**src/design/tpsd_pkg.sv**
```systemverilog
// tpsd_pkg: widths, codes and shared types of the three-phase sequence detector
// no dependencies; used by the interfaces, the serial divider, the top level and the testbench

package tpsd_pkg;

	// field widths
	localparam int TIME_W   = 32;
	localparam int PERIOD_W = 24;
	localparam int FREQ_W   = 16;
	localparam int TOL_W    = 12;
	localparam int ANGLE_W  = 16;
	localparam int IMB_W    = 15;
	localparam int CODE_W   = 2;

	// derived widths
	localparam int PSUM_W   = PERIOD_W + 2;     // sum of three periods
	localparam int DEVSUM_W = ANGLE_W + 1;      // sum of three deviations
	localparam int DEVX5_W  = DEVSUM_W + 2;     // deviation sum times five

	// serial divider widths
	localparam int DIV_NUM_W = PERIOD_W + ANGLE_W;  // product d * full turn
	localparam int DIV_W     = PERIOD_W;            // divisor and remainder
	localparam int DIV_QUO_W = PSUM_W;              // longest quotient that is read (mean)
	localparam int DIV_CNT_W = 6;

	// step counts of the divisions
	localparam logic [DIV_CNT_W-1:0] STEPS_MEAN  = DIV_CNT_W'(PSUM_W);
	localparam logic [DIV_CNT_W-1:0] STEPS_MOD   = DIV_CNT_W'(TIME_W);
	localparam logic [DIV_CNT_W-1:0] STEPS_ANGLE = DIV_CNT_W'(ANGLE_W);
	localparam logic [DIV_CNT_W-1:0] STEPS_IMB   = DIV_CNT_W'(DEVX5_W);

	// angle constants in hundredths of a degree
	localparam logic [ANGLE_W-1:0] FULL_TURN = 16'd36000;
	localparam logic [ANGLE_W-1:0] HALF_TURN = 16'd18000;
	localparam logic [ANGLE_W-1:0] DEG120    = 16'd12000;
	localparam logic [ANGLE_W-1:0] DEG240    = 16'd24000;

	// tolerance register
	localparam logic [TOL_W-1:0] TOL_RESET = 12'd1000;
	localparam logic [TOL_W-1:0] TOL_MIN   = 12'd1;
	localparam logic [TOL_W-1:0] TOL_MAX   = 12'd3000;

	// constant divisors
	localparam logic [DIV_W-1:0] DIV_BY_THREE    = 24'd3;
	localparam logic [DIV_W-1:0] DIV_BY_EIGHTEEN = 24'd18;

	// sequence codes
	localparam logic [CODE_W-1:0] SEQ_UNKNOWN = 2'd0;
	localparam logic [CODE_W-1:0] SEQ_ABC     = 2'd1;
	localparam logic [CODE_W-1:0] SEQ_ACB     = 2'd2;
	localparam logic [CODE_W-1:0] SEQ_ERROR   = 2'd3;

	// swap hint codes
	localparam logic [CODE_W-1:0] SWAP_NONE = 2'd0;
	localparam logic [CODE_W-1:0] SWAP_AB   = 2'd1;
	localparam logic [CODE_W-1:0] SWAP_BC   = 2'd2;
	localparam logic [CODE_W-1:0] SWAP_CA   = 2'd3;

	// divider request from the sequencer
	typedef struct packed {
		logic                 start;
		logic [DIV_NUM_W-1:0] num;       // numerator, left aligned
		logic [DIV_W-1:0]     rem_init;  // starting partial remainder
		logic [DIV_W-1:0]     divisor;
		logic [DIV_CNT_W-1:0] steps;     // quotient bits to produce
	} div_req_t;

	// divider status back to the sequencer
	typedef struct packed {
		logic                 busy;
		logic                 done;
		logic [DIV_QUO_W-1:0] quo;
		logic [DIV_W-1:0]     rem;
	} div_res_t;

endpackage

```
**src/design/tpsd_if.sv**
```systemverilog
// tpsd interfaces: measurement request channel, result channel and tolerance write channel
// depends on tpsd_pkg for the field widths

interface tpsd_in_if;
	import tpsd_pkg::*;

	logic                valid;
	logic                ready;
	logic [TIME_W-1:0]   time_a;
	logic [TIME_W-1:0]   time_b;
	logic [TIME_W-1:0]   time_c;
	logic [PERIOD_W-1:0] period_a;
	logic [PERIOD_W-1:0] period_b;
	logic [PERIOD_W-1:0] period_c;
	logic [FREQ_W-1:0]   freq_a;
	logic [FREQ_W-1:0]   freq_b;
	logic [FREQ_W-1:0]   freq_c;
	logic                valid_a;
	logic                valid_b;
	logic                valid_c;

	modport source (
		output valid, time_a, time_b, time_c, period_a, period_b, period_c,
		       freq_a, freq_b, freq_c, valid_a, valid_b, valid_c,
		input  ready
	);
	modport sink (
		input  valid, time_a, time_b, time_c, period_a, period_b, period_c,
		       freq_a, freq_b, freq_c, valid_a, valid_b, valid_c,
		output ready
	);
endinterface

interface tpsd_out_if;
	import tpsd_pkg::*;

	logic               valid;
	logic               ready;
	logic               status;
	logic               results_valid;
	logic [CODE_W-1:0]  sequence_res;
	logic [ANGLE_W-1:0] angle_ab;
	logic [ANGLE_W-1:0] angle_bc;
	logic [ANGLE_W-1:0] angle_ca;
	logic [CODE_W-1:0]  swap_hint;
	logic               in_sync;
	logic [IMB_W-1:0]   imbalance;

	modport source (
		output valid, status, results_valid, sequence_res, angle_ab, angle_bc, angle_ca,
		       swap_hint, in_sync, imbalance,
		input  ready
	);
	modport sink (
		input  valid, status, results_valid, sequence_res, angle_ab, angle_bc, angle_ca,
		       swap_hint, in_sync, imbalance,
		output ready
	);
endinterface

interface tpsd_cfg_if;
	import tpsd_pkg::*;

	logic             valid;
	logic             ready;
	logic [TOL_W-1:0] data;

	modport source (output valid, data, input ready);
	modport sink (input valid, data, output ready);
endinterface

```
**src/design/tpsd_serial_div.sv**
```systemverilog
// tpsd_serial_div: restoring divider, one quotient bit per cycle
// depends on tpsd_pkg for the request and status structs

module tpsd_serial_div (
	input  logic               clk,
	input  logic               arst_n,
	input  tpsd_pkg::div_req_t req,
	output tpsd_pkg::div_res_t res
);
	import tpsd_pkg::*;

	logic                 busy_q;
	logic                 done_q;
	logic [DIV_CNT_W-1:0] cnt_q;
	logic [DIV_W-1:0]     rem_q;
	logic [DIV_NUM_W-1:0] num_q;
	logic [DIV_QUO_W-1:0] quo_q;
	logic [DIV_W-1:0]     div_q;

	logic [DIV_W:0]   rem_try;
	logic [DIV_W:0]   rem_sub;
	logic             fits;
	logic [DIV_W-1:0] rem_next;

	// trial subtract of the divisor from the shifted partial remainder
	always_comb begin
		rem_try  = {rem_q, num_q[DIV_NUM_W-1]};
		rem_sub  = rem_try - {1'b0, div_q};
		fits     = (rem_try >= {1'b0, div_q});
		rem_next = fits ? rem_sub[DIV_W-1:0] : rem_try[DIV_W-1:0];
	end

	// step counter and completion pulse
	always_ff @(posedge clk or negedge arst_n) begin
		if (!arst_n) begin
			busy_q <= 1'b0;
			done_q <= 1'b0;
			cnt_q  <= '0;
		end else begin
			done_q <= 1'b0;
			if (req.start) begin
				busy_q <= 1'b1;
				cnt_q  <= req.steps;
			end else if (busy_q) begin
				cnt_q <= cnt_q - 1'b1;
				if (cnt_q == DIV_CNT_W'(1)) begin
					busy_q <= 1'b0;
					done_q <= 1'b1;
				end
			end
		end
	end

	// operand and partial result shift registers
	always_ff @(posedge clk) begin
		if (req.start) begin
			rem_q <= req.rem_init;
			num_q <= req.num;
			quo_q <= '0;
			div_q <= req.divisor;
		end else if (busy_q) begin
			rem_q <= rem_next;
			num_q <= {num_q[DIV_NUM_W-2:0], 1'b0};
			quo_q <= {quo_q[DIV_QUO_W-2:0], fits};
		end
	end

	assign res.busy = busy_q;
	assign res.done = done_q;
	assign res.quo  = quo_q;
	assign res.rem  = rem_q;

endmodule

```
**src/design/three_phase_sequence_detector.sv**
```systemverilog
// three_phase_sequence_detector: top level, sequencer, classification and held results
// depends on tpsd_pkg, the tpsd interfaces and tpsd_serial_div

// Takes one request of three phase timestamps, periods, frequencies and valid bits at a
// time and returns one result per request. The next request is taken only once a request
// with all phases valid has been through every division; all of them run on one shared
// bit-serial divider, 26 steps for the mean period, 32 + 16 steps for each of the three
// angles and 19 steps for the imbalance, plus the control states. A request with an invalid
// phase returns the held results with status 1. A new request is accepted while the
// previous result still waits in the output register. The angle tolerance is written over
// the cfg channel, which is always ready; values outside 1..3000 are dropped.

module three_phase_sequence_detector (
	input  logic       clk,
	input  logic       arst_n,
	tpsd_in_if.sink    sample,
	tpsd_out_if.source report,
	tpsd_cfg_if.sink   cfg
);
	import tpsd_pkg::*;

	typedef enum logic [10:0] {
		S_IDLE      = 11'b000_0000_0001,
		S_MEAN_GO   = 11'b000_0000_0010,
		S_MEAN_WAIT = 11'b000_0000_0100,
		S_MOD_GO    = 11'b000_0000_1000,
		S_MOD_WAIT  = 11'b000_0001_0000,
		S_ANG_GO    = 11'b000_0010_0000,
		S_ANG_WAIT  = 11'b000_0100_0000,
		S_CLASS     = 11'b000_1000_0000,
		S_IMB_GO    = 11'b001_0000_0000,
		S_IMB_WAIT  = 11'b010_0000_0000,
		S_FIN       = 11'b100_0000_0000
	} state_t;

	// circular distance to a target within the tolerance
	function automatic logic near(input logic [ANGLE_W-1:0] x, input logic [ANGLE_W-1:0] t,
	                              input logic [TOL_W-1:0] tol);
		logic [ANGLE_W-1:0] d;
		d = (x >= t) ? x - t : t - x;
		if (d > HALF_TURN)
			d = (d < FULL_TURN) ? FULL_TURN - d : '0;
		return d <= {{(ANGLE_W-TOL_W){1'b0}}, tol};
	endfunction

	// distance to 120 degrees without wrap
	function automatic logic [ANGLE_W-1:0] dev120(input logic [ANGLE_W-1:0] x);
		return (x >= DEG120) ? x - DEG120 : DEG120 - x;
	endfunction

	state_t state_q;
	logic [1:0] k_q;

	// request capture
	logic [TIME_W-1:0]  ta_q, tb_q, tc_q;
	logic [PSUM_W-1:0]  psum_q;
	logic [FREQ_W-1:0]  fa_q, fb_q, fc_q;
	logic               status_q;

	// working registers
	logic [DIV_W-1:0]     mean_q;
	logic [DIV_NUM_W-1:0] prod_q;
	logic [DEVSUM_W-1:0]  devsum_q;

	// held results
	logic               tol_q;
	logic [TOL_W-1:0]   tol_val_q;
	logic               held_valid_q;
	logic [CODE_W-1:0]  held_seq_q;
	logic [ANGLE_W-1:0] held_ang_q [3];
	logic [CODE_W-1:0]  held_swap_q;
	logic               held_sync_q;
	logic [IMB_W-1:0]   held_imb_q;

	// output register
	logic               out_valid_q;
	logic               o_status_q;
	logic               o_rvalid_q;
	logic [CODE_W-1:0]  o_seq_q;
	logic [ANGLE_W-1:0] o_ab_q, o_bc_q, o_ca_q;
	logic [CODE_W-1:0]  o_swap_q;
	logic               o_sync_q;
	logic [IMB_W-1:0]   o_imb_q;

	div_req_t div_req;
	div_res_t div_res;

	logic                 accept;
	logic                 all_valid;
	logic                 out_free;
	logic [TIME_W-1:0]    pair_diff;
	logic [2:0]           is120;
	logic [2:0]           is240;
	logic [CODE_W-1:0]    seq_new;
	logic [CODE_W-1:0]    swap_new;
	logic [FREQ_W-1:0]    fmax, fmin;
	logic                 sync_new;
	logic [DEVSUM_W-1:0]  devsum_new;
	logic [DEVX5_W-1:0]   devx5;

	assign accept    = sample.valid && sample.ready;
	assign all_valid = sample.valid_a && sample.valid_b && sample.valid_c;
	assign out_free  = !out_valid_q || report.ready;

	tpsd_serial_div u_div (
		.clk    (clk),
		.arst_n (arst_n),
		.req    (div_req),
		.res    (div_res)
	);

	// timestamp difference of the current phase pair
	always_comb begin
		unique case (k_q)
			2'd0:    pair_diff = tb_q - ta_q;
			2'd1:    pair_diff = tc_q - tb_q;
			default: pair_diff = ta_q - tc_q;
		endcase
	end

	// sequence, swap hint and deviation from the fresh angles, sync from the frequencies
	always_comb begin
		for (int i = 0; i < 3; i++) begin
			is120[i] = near(held_ang_q[i], DEG120, tol_val_q);
			is240[i] = near(held_ang_q[i], DEG240, tol_val_q) && !is120[i];
		end

		if (is120[0] && is120[1] && is120[2])
			seq_new = SEQ_ABC;
		else if (((is240[0] || is240[1]) && is120[2]) || (is240[0] && is240[1]))
			seq_new = SEQ_ACB;
		else
			seq_new = SEQ_ERROR;

		swap_new = SWAP_NONE;
		if (seq_new == SEQ_ACB)
			swap_new = SWAP_BC;
		else if (seq_new == SEQ_ERROR) begin
			priority if (is120[0] && is120[2])
				swap_new = SWAP_BC;
			else if (is120[1] && is120[2])
				swap_new = SWAP_AB;
			else if (is120[0] && is120[1])
				swap_new = SWAP_CA;
			else
				swap_new = SWAP_NONE;
		end

		fmax = (fa_q > fb_q) ? fa_q : fb_q;
		fmax = (fmax > fc_q) ? fmax : fc_q;
		fmin = (fa_q < fb_q) ? fa_q : fb_q;
		fmin = (fmin < fc_q) ? fmin : fc_q;
		sync_new = ((fmax - fmin) <= FREQ_W'(1));

		devsum_new = DEVSUM_W'(dev120(held_ang_q[0])) + DEVSUM_W'(dev120(held_ang_q[1]))
		           + DEVSUM_W'(dev120(held_ang_q[2]));
	end

	assign devx5 = {devsum_q, 2'b00} + DEVX5_W'(devsum_q);

	// divider requests issued by the sequencer
	always_comb begin
		div_req = '0;
		unique case (state_q)
			S_MEAN_GO: begin
				div_req.start   = 1'b1;
				div_req.num     = {psum_q, {(DIV_NUM_W-PSUM_W){1'b0}}};
				div_req.divisor = DIV_BY_THREE;
				div_req.steps   = STEPS_MEAN;
			end
			S_MOD_GO: begin
				div_req.start   = 1'b1;
				div_req.num     = {pair_diff, {(DIV_NUM_W-TIME_W){1'b0}}};
				div_req.divisor = mean_q;
				div_req.steps   = STEPS_MOD;
			end
			S_ANG_GO: begin
				div_req.start    = 1'b1;
				div_req.rem_init = prod_q[DIV_NUM_W-1:ANGLE_W];
				div_req.num      = {prod_q[ANGLE_W-1:0], {(DIV_NUM_W-ANGLE_W){1'b0}}};
				div_req.divisor  = mean_q;
				div_req.steps    = STEPS_ANGLE;
			end
			S_IMB_GO: begin
				div_req.start   = 1'b1;
				div_req.num     = {devx5, {(DIV_NUM_W-DEVX5_W){1'b0}}};
				div_req.divisor = DIV_BY_EIGHTEEN;
				div_req.steps   = STEPS_IMB;
			end
			default: div_req = '0;
		endcase
	end

	// sequencer, held results and output register control
	always_ff @(posedge clk or negedge arst_n) begin
		if (!arst_n) begin
			state_q      <= S_IDLE;
			k_q          <= '0;
			out_valid_q  <= 1'b0;
			held_valid_q <= 1'b0;
			held_seq_q   <= SEQ_UNKNOWN;
			held_ang_q   <= '{default: '0};
			held_swap_q  <= SWAP_NONE;
			held_sync_q  <= 1'b0;
			held_imb_q   <= '0;
		end else begin
			if (report.ready)
				out_valid_q <= 1'b0;
			unique case (state_q)
				S_IDLE: begin
					if (accept)
						state_q <= all_valid ? S_MEAN_GO : S_FIN;
				end
				S_MEAN_GO:   state_q <= S_MEAN_WAIT;
				S_MEAN_WAIT: begin
					if (div_res.done) begin
						k_q     <= '0;
						state_q <= S_MOD_GO;
					end
				end
				S_MOD_GO:    state_q <= S_MOD_WAIT;
				S_MOD_WAIT: begin
					if (div_res.done)
						state_q <= S_ANG_GO;
				end
				S_ANG_GO:    state_q <= S_ANG_WAIT;
				S_ANG_WAIT: begin
					if (div_res.done) begin
						held_ang_q[k_q] <= (mean_q == '0) ? '0 : div_res.quo[ANGLE_W-1:0];
						if (k_q == 2'd2)
							state_q <= S_CLASS;
						else begin
							k_q     <= k_q + 1'b1;
							state_q <= S_MOD_GO;
						end
					end
				end
				S_CLASS: begin
					held_seq_q  <= seq_new;
					held_swap_q <= swap_new;
					held_sync_q <= sync_new;
					state_q     <= S_IMB_GO;
				end
				S_IMB_GO:    state_q <= S_IMB_WAIT;
				S_IMB_WAIT: begin
					if (div_res.done) begin
						held_imb_q   <= div_res.quo[IMB_W-1:0];
						held_valid_q <= 1'b1;
						state_q      <= S_FIN;
					end
				end
				S_FIN: begin
					if (out_free) begin
						out_valid_q <= 1'b1;
						state_q     <= S_IDLE;
					end
				end
				default: state_q <= S_IDLE;
			endcase
		end
	end

	// request capture and working payload
	always_ff @(posedge clk) begin
		if (accept) begin
			ta_q     <= sample.time_a;
			tb_q     <= sample.time_b;
			tc_q     <= sample.time_c;
			psum_q   <= PSUM_W'(sample.period_a) + PSUM_W'(sample.period_b)
			          + PSUM_W'(sample.period_c);
			fa_q     <= sample.freq_a;
			fb_q     <= sample.freq_b;
			fc_q     <= sample.freq_c;
			status_q <= !all_valid;
		end
		if (state_q == S_MEAN_WAIT && div_res.done)
			mean_q <= div_res.quo[DIV_W-1:0];
		if (state_q == S_MOD_WAIT && div_res.done)
			prod_q <= DIV_NUM_W'(div_res.rem) * DIV_NUM_W'(FULL_TURN);
		if (state_q == S_CLASS)
			devsum_q <= devsum_new;
	end

	// output payload copied from the held results
	always_ff @(posedge clk) begin
		if (state_q == S_FIN && out_free) begin
			o_status_q <= status_q;
			o_rvalid_q <= held_valid_q;
			o_seq_q    <= held_seq_q;
			o_ab_q     <= held_ang_q[0];
			o_bc_q     <= held_ang_q[1];
			o_ca_q     <= held_ang_q[2];
			o_swap_q   <= held_swap_q;
			o_sync_q   <= held_sync_q;
			o_imb_q    <= held_imb_q;
		end
	end

	// tolerance register, out-of-range writes dropped
	always_ff @(posedge clk or negedge arst_n) begin
		if (!arst_n) begin
			tol_val_q <= TOL_RESET;
			tol_q     <= 1'b0;
		end else begin
			tol_q <= cfg.valid;
			if (cfg.valid && cfg.data >= TOL_MIN && cfg.data <= TOL_MAX)
				tol_val_q <= cfg.data;
		end
	end

	assign cfg.ready    = 1'b1;
	assign sample.ready = (state_q == S_IDLE);

	assign report.valid         = out_valid_q;
	assign report.status        = o_status_q;
	assign report.results_valid = o_rvalid_q;
	assign report.sequence_res  = o_seq_q;
	assign report.angle_ab      = o_ab_q;
	assign report.angle_bc      = o_bc_q;
	assign report.angle_ca      = o_ca_q;
	assign report.swap_hint     = o_swap_q;
	assign report.in_sync       = o_sync_q;
	assign report.imbalance     = o_imb_q;

	// the sequencer never restarts the divider while it is still stepping
	assert property (@(posedge clk) disable iff (!arst_n) div_req.start |-> !div_res.busy)
		else $error("divider started while busy");

	// work begins only with an accepted request
	assert property (@(posedge clk) disable iff (!arst_n)
		(state_q == S_IDLE) && !accept |=> (state_q == S_IDLE))
		else $error("sequencer left idle without a request");

	// held angles stay on the circle once a result exists
	assert property (@(posedge clk) disable iff (!arst_n)
		(state_q == S_FIN) && held_valid_q |->
		(held_ang_q[0] < FULL_TURN) && (held_ang_q[1] < FULL_TURN) &&
		(held_ang_q[2] < FULL_TURN))
		else $error("held angle beyond a full turn");

	// the tolerance never leaves its legal range
	assert property (@(posedge clk) disable iff (!arst_n)
		tol_q |=> (tol_val_q >= TOL_MIN) && (tol_val_q <= TOL_MAX))
		else $error("tolerance register out of range");

endmodule

```
**src/flat_wrapper.sv**
```systemverilog
// flat-port wrapper written by rule: the top's interface ports become plain ports
module three_phase_sequence_detector_flat import tpsd_pkg::*;
  (clk, arst_n, sample_valid, sample_time_a, sample_time_b, sample_time_c, sample_period_a, sample_period_b, sample_period_c, sample_freq_a, sample_freq_b, sample_freq_c, sample_valid_a, sample_valid_b, sample_valid_c, sample_ready, report_valid, report_status, report_results_valid, report_sequence_res, report_angle_ab, report_angle_bc, report_angle_ca, report_swap_hint, report_in_sync, report_imbalance, report_ready, cfg_valid, cfg_data, cfg_ready);
  tpsd_in_if sample_i ();
  tpsd_out_if report_i ();
  tpsd_cfg_if cfg_i ();
  input  logic clk;
  input  logic arst_n;
  input wire logic [$bits(sample_i.valid)-1:0] sample_valid;
  input wire logic [$bits(sample_i.time_a)-1:0] sample_time_a;
  input wire logic [$bits(sample_i.time_b)-1:0] sample_time_b;
  input wire logic [$bits(sample_i.time_c)-1:0] sample_time_c;
  input wire logic [$bits(sample_i.period_a)-1:0] sample_period_a;
  input wire logic [$bits(sample_i.period_b)-1:0] sample_period_b;
  input wire logic [$bits(sample_i.period_c)-1:0] sample_period_c;
  input wire logic [$bits(sample_i.freq_a)-1:0] sample_freq_a;
  input wire logic [$bits(sample_i.freq_b)-1:0] sample_freq_b;
  input wire logic [$bits(sample_i.freq_c)-1:0] sample_freq_c;
  input wire logic [$bits(sample_i.valid_a)-1:0] sample_valid_a;
  input wire logic [$bits(sample_i.valid_b)-1:0] sample_valid_b;
  input wire logic [$bits(sample_i.valid_c)-1:0] sample_valid_c;
  output wire logic [$bits(sample_i.ready)-1:0] sample_ready;
  output wire logic [$bits(report_i.valid)-1:0] report_valid;
  output wire logic [$bits(report_i.status)-1:0] report_status;
  output wire logic [$bits(report_i.results_valid)-1:0] report_results_valid;
  output wire logic [$bits(report_i.sequence_res)-1:0] report_sequence_res;
  output wire logic [$bits(report_i.angle_ab)-1:0] report_angle_ab;
  output wire logic [$bits(report_i.angle_bc)-1:0] report_angle_bc;
  output wire logic [$bits(report_i.angle_ca)-1:0] report_angle_ca;
  output wire logic [$bits(report_i.swap_hint)-1:0] report_swap_hint;
  output wire logic [$bits(report_i.in_sync)-1:0] report_in_sync;
  output wire logic [$bits(report_i.imbalance)-1:0] report_imbalance;
  input wire logic [$bits(report_i.ready)-1:0] report_ready;
  input wire logic [$bits(cfg_i.valid)-1:0] cfg_valid;
  input wire logic [$bits(cfg_i.data)-1:0] cfg_data;
  output wire logic [$bits(cfg_i.ready)-1:0] cfg_ready;
  assign sample_i.valid = sample_valid;
  assign sample_i.time_a = sample_time_a;
  assign sample_i.time_b = sample_time_b;
  assign sample_i.time_c = sample_time_c;
  assign sample_i.period_a = sample_period_a;
  assign sample_i.period_b = sample_period_b;
  assign sample_i.period_c = sample_period_c;
  assign sample_i.freq_a = sample_freq_a;
  assign sample_i.freq_b = sample_freq_b;
  assign sample_i.freq_c = sample_freq_c;
  assign sample_i.valid_a = sample_valid_a;
  assign sample_i.valid_b = sample_valid_b;
  assign sample_i.valid_c = sample_valid_c;
  assign sample_ready = sample_i.ready;
  assign report_valid = report_i.valid;
  assign report_status = report_i.status;
  assign report_results_valid = report_i.results_valid;
  assign report_sequence_res = report_i.sequence_res;
  assign report_angle_ab = report_i.angle_ab;
  assign report_angle_bc = report_i.angle_bc;
  assign report_angle_ca = report_i.angle_ca;
  assign report_swap_hint = report_i.swap_hint;
  assign report_in_sync = report_i.in_sync;
  assign report_imbalance = report_i.imbalance;
  assign report_i.ready = report_ready;
  assign cfg_i.valid = cfg_valid;
  assign cfg_i.data = cfg_data;
  assign cfg_ready = cfg_i.ready;
  three_phase_sequence_detector u_core (.clk(clk), .arst_n(arst_n), .sample(sample_i), .report(report_i), .cfg(cfg_i));
endmodule
```
**config.mk**
```make
export PLATFORM = sky130hd
export DESIGN_NAME = three_phase_sequence_detector_flat
export DESIGN_NICKNAME = d
export VERILOG_FILES = /design/src/design/tpsd_pkg.sv /design/src/design/tpsd_if.sv /design/src/design/tpsd_serial_div.sv /design/src/design/three_phase_sequence_detector.sv /design/src/flat_wrapper.sv
export SDC_FILE = /design/constraint.sdc
export NUM_CORES = 2
export LEC_CHECK = 0
export ABC_AREA = 1
export BUFFER_PORTS_ARGS = -buffer_cell sky130_fd_sc_hd__buf_4
export CORE_MARGIN = 2
export CORE_UTILIZATION = 60
export CTS_CLUSTER_SIZE = 16
export DETAILED_ROUTE_END_ITERATION = 10
export GPL_ROUTABILITY_DRIVEN = 0
export PLACE_DENSITY = 0.79
export SLEW_MARGIN = 20
export SYNTH_ARGS = -nofsm -noshare
export SYNTH_HDL_FRONTEND = slang
export SYNTH_SLANG_ARGS = --single-unit
```
**constraint.sdc**
```tcl
create_clock -name clk -period 25.7 [get_ports clk]
set_clock_uncertainty 0.05 [all_clocks]
set_input_delay 2.57 -clock clk [delete_from_list [all_inputs] [get_ports clk]]
set_output_delay 2.57 -clock clk [all_outputs]
set_load 0.005 [all_outputs]
```
# [Word level (Yosys, flattened, before mapping)]
# Cells that the tools add are included.
[classes] reduce_logical=32 n_lt_le_gt_ge=30 muxes=63 n_mul=1 n_eq_ne=23 bitwise_logic=1 n_addsub=27
[op_table] operator="2-to-1 mux 16 bit" count=21
[op_table] operator="one-hot mux 41 bit (4 select lines)" count=1
[op_table] operator="one-hot mux 11 bit (11 select lines)" count=1
[op_table] operator="one-hot mux 30 bit (4 select lines)" count=1
[op_table] operator="2-to-1 mux 24 bit" count=4
[op_table] operator="subtractor 32 bit" count=3
[op_table] operator="greater-than comparator 16 x 15 -> 1 bit (second input constant)" count=5
[op_table] operator="<= comparator 16 x 12 -> 1 bit" count=5
[op_table] operator="less-than comparator 16 bit (second input constant)" count=5
[op_table] operator="2-to-1 mux 40 bit" count=2
[op_table] operator="subtractor 16 bit (first input constant)" count=5
[op_table] operator="2-to-1 mux 11 bit" count=7
[op_table] operator="one-hot mux 32 bit (2 select lines)" count=1
[op_table] operator="bitwise mux 48 bit" count=1
[op_table] operator=">= comparator 16 x 14 -> 1 bit (second input constant)" count=3
[op_table] operator="subtractor 14 x 16 -> 16 bit (first input constant)" count=3
[op_table] operator="subtractor 16 x 14 -> 16 bit (second input constant)" count=3
[op_table] operator="multiplier 24 x 11 -> 35 bit (second input constant)" count=1
[op_table] operator="demux 16 bit (select 2 bit)" count=1
[op_table] operator=">= comparator 16 x 15 -> 1 bit (second input constant)" count=2
[op_table] operator="greater-than comparator 16 bit" count=2
[op_table] operator="less-than comparator 16 bit" count=2
[op_table] operator="subtractor 15 x 16 -> 16 bit (first input constant)" count=2
[op_table] operator="subtractor 16 x 15 -> 16 bit (second input constant)" count=2
[op_table] operator="46 further kinds" count=94
[word_totals] register_bits=532 elab_cells=216 input_bits=236

# [Longest topological paths before layout]
[logic_depth] depth_word=16 depth_mapped=45 ltp_nobuf=43

# [Modules after synthesis]
# From an unflattened synthesis, not the netlist that was laid out.
[unflattened] cells_unflattened=5978 hier_area_um2=45882.8
[by_module_without_submodules] mod="three_phase_sequence_detector" cells_each=5064 area_each_um2=38891.0 n_inst=1
[by_module_without_submodules] mod="tpsd_serial_div" cells_each=914 area_each_um2=6991.7 n_inst=1

# [Least setup slack after synthesis]
# Ideal clock, no wire load.
[synth_path] kind="input port to flip-flop" start="in sample_valid" end="reg u_core.fa_q[0] (enable)" setup_slack_ps=15253 setup_time_ps=705 n_path_buf=0 cell_stages=2 arrival_time_ps=9692 cell_sequence="inv_1 -> nor2_1"
[synth_via] elab_chain_cells=1
[synth_lines] element="from (decl)" line_no="flat_wrapper.sv:9" rtl="input wire logic [$bits(sample_i.valid)-1:0] sample_valid;"
[synth_lines] element="logical AND 1 bit" line_no="three_phase_sequence_detector.sv:101" rtl="assign accept = sample.valid && sample.ready;"
[synth_lines] element="via u_core.accept" line_no="three_phase_sequence_detector.sv:88" rtl="logic accept;"
[synth_lines] element="to (signal assigned)" line_no="three_phase_sequence_detector.sv:271" rtl="fa_q <= sample.freq_a;"
[synth_lines] element="to (decl)" line_no="three_phase_sequence_detector.sv:57" rtl="logic [FREQ_W-1:0] fa_q, fb_q, fc_q;"
# The timed path passes the listed nets, and every way through them passes these cells.
# A chain may end at the register's enable or synchronous reset.

# [Worst setup path after layout]
[layout_path] start="reg u_core.fb_q[1]" end="reg u_core.held_sync_q"
[layout_via] elab_chain_cells=6 elab_cells_between_ends=10 classes_between="add/sub (1); order compare (5); mux (4)"
[layout_lines] element="from (decl)" line_no="three_phase_sequence_detector.sv:57"
[layout_lines] element="from (signal assigned)" line_no="three_phase_sequence_detector.sv:272" rtl="fb_q <= sample.freq_b;"
[layout_lines] element="greater-than comparator 16 bit / less-than comparator 16 bit (equally long branches)" line_no="three_phase_sequence_detector.sv:149, three_phase_sequence_detector.sv:151"
[layout_lines] element="2-to-1 mux 16 bit, on equally long branches" line_no="three_phase_sequence_detector.sv:149, three_phase_sequence_detector.sv:151"
[layout_lines] element="greater-than comparator 16 bit / less-than comparator 16 bit (equally long branches)" line_no="three_phase_sequence_detector.sv:150, three_phase_sequence_detector.sv:152"
[layout_lines] element="2-to-1 mux 16 bit, on equally long branches" line_no="three_phase_sequence_detector.sv:150, three_phase_sequence_detector.sv:152"
[layout_lines] element="subtractor 16 bit *" line_no="three_phase_sequence_detector.sv:153" rtl="sync_new = ((fmax - fmin) <= FREQ_W'(1));"
[layout_lines] element="<= comparator 16 x 1 -> 1 bit *" line_no="three_phase_sequence_detector.sv:153"
[layout_lines] element="to (signal assigned)" line_no="three_phase_sequence_detector.sv:241" rtl="held_sync_q <= sync_new;"
[layout_lines] element="to (decl)" line_no="three_phase_sequence_detector.sv:72" rtl="logic held_sync_q;"
# Every way passes the cells marked *; elsewhere a longest branch is shown, timed or not.

==> flow_summary.yaml <==
run_status:
  status: "completed"
routing:
  drt_iter0_drc: 3780
  vias: 40300
  ant_nets: 0
  route.detailed.drc: 0
  drt-total-wl_microns: 124000
  vias_per_cell: 5.80
  wire_per_inst_microns: 17.8
  first_pass_iters: 8
synthesis:
  yosys_warnings: 0
  synth-edff-count: 397
  synth_area_sq_mm: 0.0442
  synth.largest_area_cell: "edfxtp_1"
  avgSynthCellArea_sq_um: 7.80
  ys_types: 77
  seq_area_frac_synth: 0.339
  synth_nets: 6455
  synth_top_area_share: 0.270
  ys.flop_type: "edfxtp_1"
  synth-seq-cells: 524
  synthArstFlopShare: 0.197
  synth.area.top_cells: "edfxtp_1, ha_1, nand2_1"
  syn_inst: 5664
power:
  power_mw: 6.00
  powerDensity_mw_per_mm2: 122
  ir_worst_vdd_v: 0.000209
  leakagePower_nw: 23.5
setup_path:
  crit_family: "compound AO/OA/AOI/OAI gates"
  start_kind: "flop"
  reg2reg_from: "u_core.fb_q[1]"
  critPathMaxStageDelay_ns: 0.74
  crit_path_start: "u_core.fb_q[1]"
  cp.required_ns: 26.22
  critPathKind: "reg2reg"
  slowest_stage: "nand2_1"
  cp.buffers_inverters: 4
  arrival_ns: 8.50
  critPathMaxFanout: 33
  r2r_slack_ns: 17.72
  endpoint_kind: "flop"
clock_network:
  clock_latency_ns: 0.64
  clk_pin_slew_ns: 0.06
  postCtsSetupBuffers: 0
  cts_root_buffer: "clkbuf_16"
  clock_sinks: 524
  cts_max_level: 2
  cts_buffer_depth: 3
  hold_buffers: 0
  tritoncts: "yes"
  cts_resized: 0
  cts_buffers: 58
sta:
  relSlewSlack: 0.225
  fin_crit_ns: 7.98
  finalCritPeriodShare: 0.311
  setup_tns_ns: 0
  setup_viol: 0
  tightest_slew_ns: 1.16
  hold_violations: 0
  max_freq_mhz: 125
  fin_ws_ns: 17.72
  rsz0062_at_grt: "false"
  drv_slew: 0
layout:
  layout-drive-gt1-share: 0.100
  area_growth_pct: 11.3
  fillers: 6119
  fin_nets: 6725
  finalInstanceArea_sq_mm: 0.0492
grt:
  gr-usage-all-layers: 0.321
  grt_pass1_vias: 37500
  grt_overflow_total: 0
  grt_antenna_before_repair: 3
  grt_start_max_net_pins: 88
  grt_pass1_wl_microns: 194000
die:
  die_w_microns: 275
  rows: 99
  coreArea_sq_mm: 0.0730
  die_h_microns: 275
  start_util: 0.605
  top_level_ports: 309
  dieArea_sq_mm: 0.0758
placement:
  placed_area_sq_mm: 0.0472
  portBuffers: 307
  hpwlAfterDp_microns: 95500
  preCtsSetupSlack_ns: 17.92
min_path:
  hold_path.startpoint: "u_core.status_q"
  hold_path.class: "reg2reg"
run:
  drv_cap: 0
-- final timing paths --
path / endpoint / cells past startpoint
max: u_core.held_sync_q / 38
min: u_core.report.status / 0
max reg2reg: u_core.held_sync_q / 38
min reg2reg: u_core.report.status / 0
max in group asynchronous: u_core.held_ang_q[31] / 2
min in group asynchronous: u_core.held_ang_q[35] / 1
-- power breakdown --
part | switching, mW | internal [mW] | total (mW) | leakage [nW]
clock network | 0.364 | 0.481 | 0.845 | 0.935
registers | 0.119 | 1.26 | 1.38 | 5.28
logic | 2.35 | 1.43 | 3.77 | 17.3
-- synthesized netlist by cell type (28+ instances only) --
| cell | n |
|---|---|
| nor3_1 | 69 |
| o21ai_0 | 405 |
| nor2_1 | 408 |
| nand2_2 | 44 |
| a21oi_1 | 433 |
| nand2_1 | 1313 |
| xor2_1 | 118 |
| ha_1 | 473 |
| inv_2 | 30 |
| a31oi_1 | 33 |
| clkbuf_1 | 65 |
| nand4_1 | 69 |
| edfxtp_1 | 397 |
| fa_1 | 82 |
| nand3_1 | 295 |
| xnor2_1 | 51 |
| dfrtp_1 | 96 |
| inv_1 | 818 |
| o21ai_1 | 28 |
-- worst register-to-register path: cells and delay by family (launching register included) --
kind | cells | cell delay (ns)
compound gates | 16 | 3.58
fa+ha+maj | 3 | 0.81
buf+inv | 4 | 0.56
flops | 1 | 0.38
simple gates | 15 | 2.53
-- cell usage in the layout, fill, tap and decap left out, types with 17 or more instances in the layout --
cell	count
nand2_1	1312
inv_1	817
ha_1	473
a21oi_1	433
o21ai_0	405
nor2_1	401
edfxtp_1	397
buf_4	323
nand3_1	295
xor2_1	118
dfrtp_1	96
fa_1	82
nor3_1	69
nand4_1	69
clkbuf_16	59
xnor2_1	51
nand2_2	45
a31oi_1	33
inv_2	31
o21ai_1	28
dfxtp_1	24
o22ai_1	23
nor2_2	22
o211ai_1	22
or2_2	21
a21boi_0	20
o21bai_1	19
a21o_1	18
o21a_1	17
o221ai_1	17
-- sequential cells by signal, indices dropped and copies added (netlist names), 16 cells and up --
name,flops
u_core.u_div.quo_q,24
u_core.u_div.div_q,24
u_core.ta_q,32
u_core.report.angle_ab,16
u_core.devsum_q,17
u_core.psum_q,26
u_core.tc_q,32
u_core.fb_q,16
u_core.u_div.rem_q,24
u_core.report.angle_ca,16
u_core.fc_q,16
u_core.u_div.num_q,32
u_core.fa_q,16
u_core.tb_q,32
u_core.mean_q,24
u_core.held_ang_q,48
u_core.prod_q,35
u_core.report.angle_bc,16
-- cell families after synthesis --
group / Yosys count / share of synthesized area
compound gates: 1147 / 0.148
xor+xnor: 170 / 0.0339
fa+ha+maj: 555 / 0.171
buf+inv: 971 / 0.0870
flops: 524 / 0.339
other cells: 1 / 0.0000849
simple gates: 2296 / 0.220
-- per-stage QoR --
step	utilization	hold slack, ns	cells
floorplan	-	0.350	5664
global placement	0.647	0.351	6832
detailed placement	0.647	0.361	6832
CTS	0.673	0.375	6940
global route	0.674	0.384	6941
finish	0.674	0.372	6944
-- layout make-up --
| type | count | area, sq um | share of cell area |
|---|---|---|---|
| Sequential cell | 524 | 15000 | 0.305 |
| Antenna cell | 3 | 7.51 | 0.000153 |
| Clock inverter | 30 | 313 | 0.00636 |
| Clock buffer | 78 | 1600 | 0.0325 |
| Tap cell | 959 | 1200 | 0.0244 |
| Timing Repair Buffer | 324 | 2440 | 0.0497 |
| Inverter | 857 | 3230 | 0.0657 |
| Multi-Input combinational cell | 4169 | 25400 | 0.516 |
-- layer usage --
| layer | vias to the layer above | routed length (microns) | track usage |
|---|---|---|---|
| met1 | 18700 | 50200 | 0.414 |
| met3 | 333 | 9610 | 0.0427 |
| li1 | 19600 | - | - |
| met2 | 1664 | 57800 | 0.537 |
| met5 | - | 13 | 0 |
| met4 | 2 | 6170 | 0.148 |
Note: power is estimated with default switching activity, not from simulation.
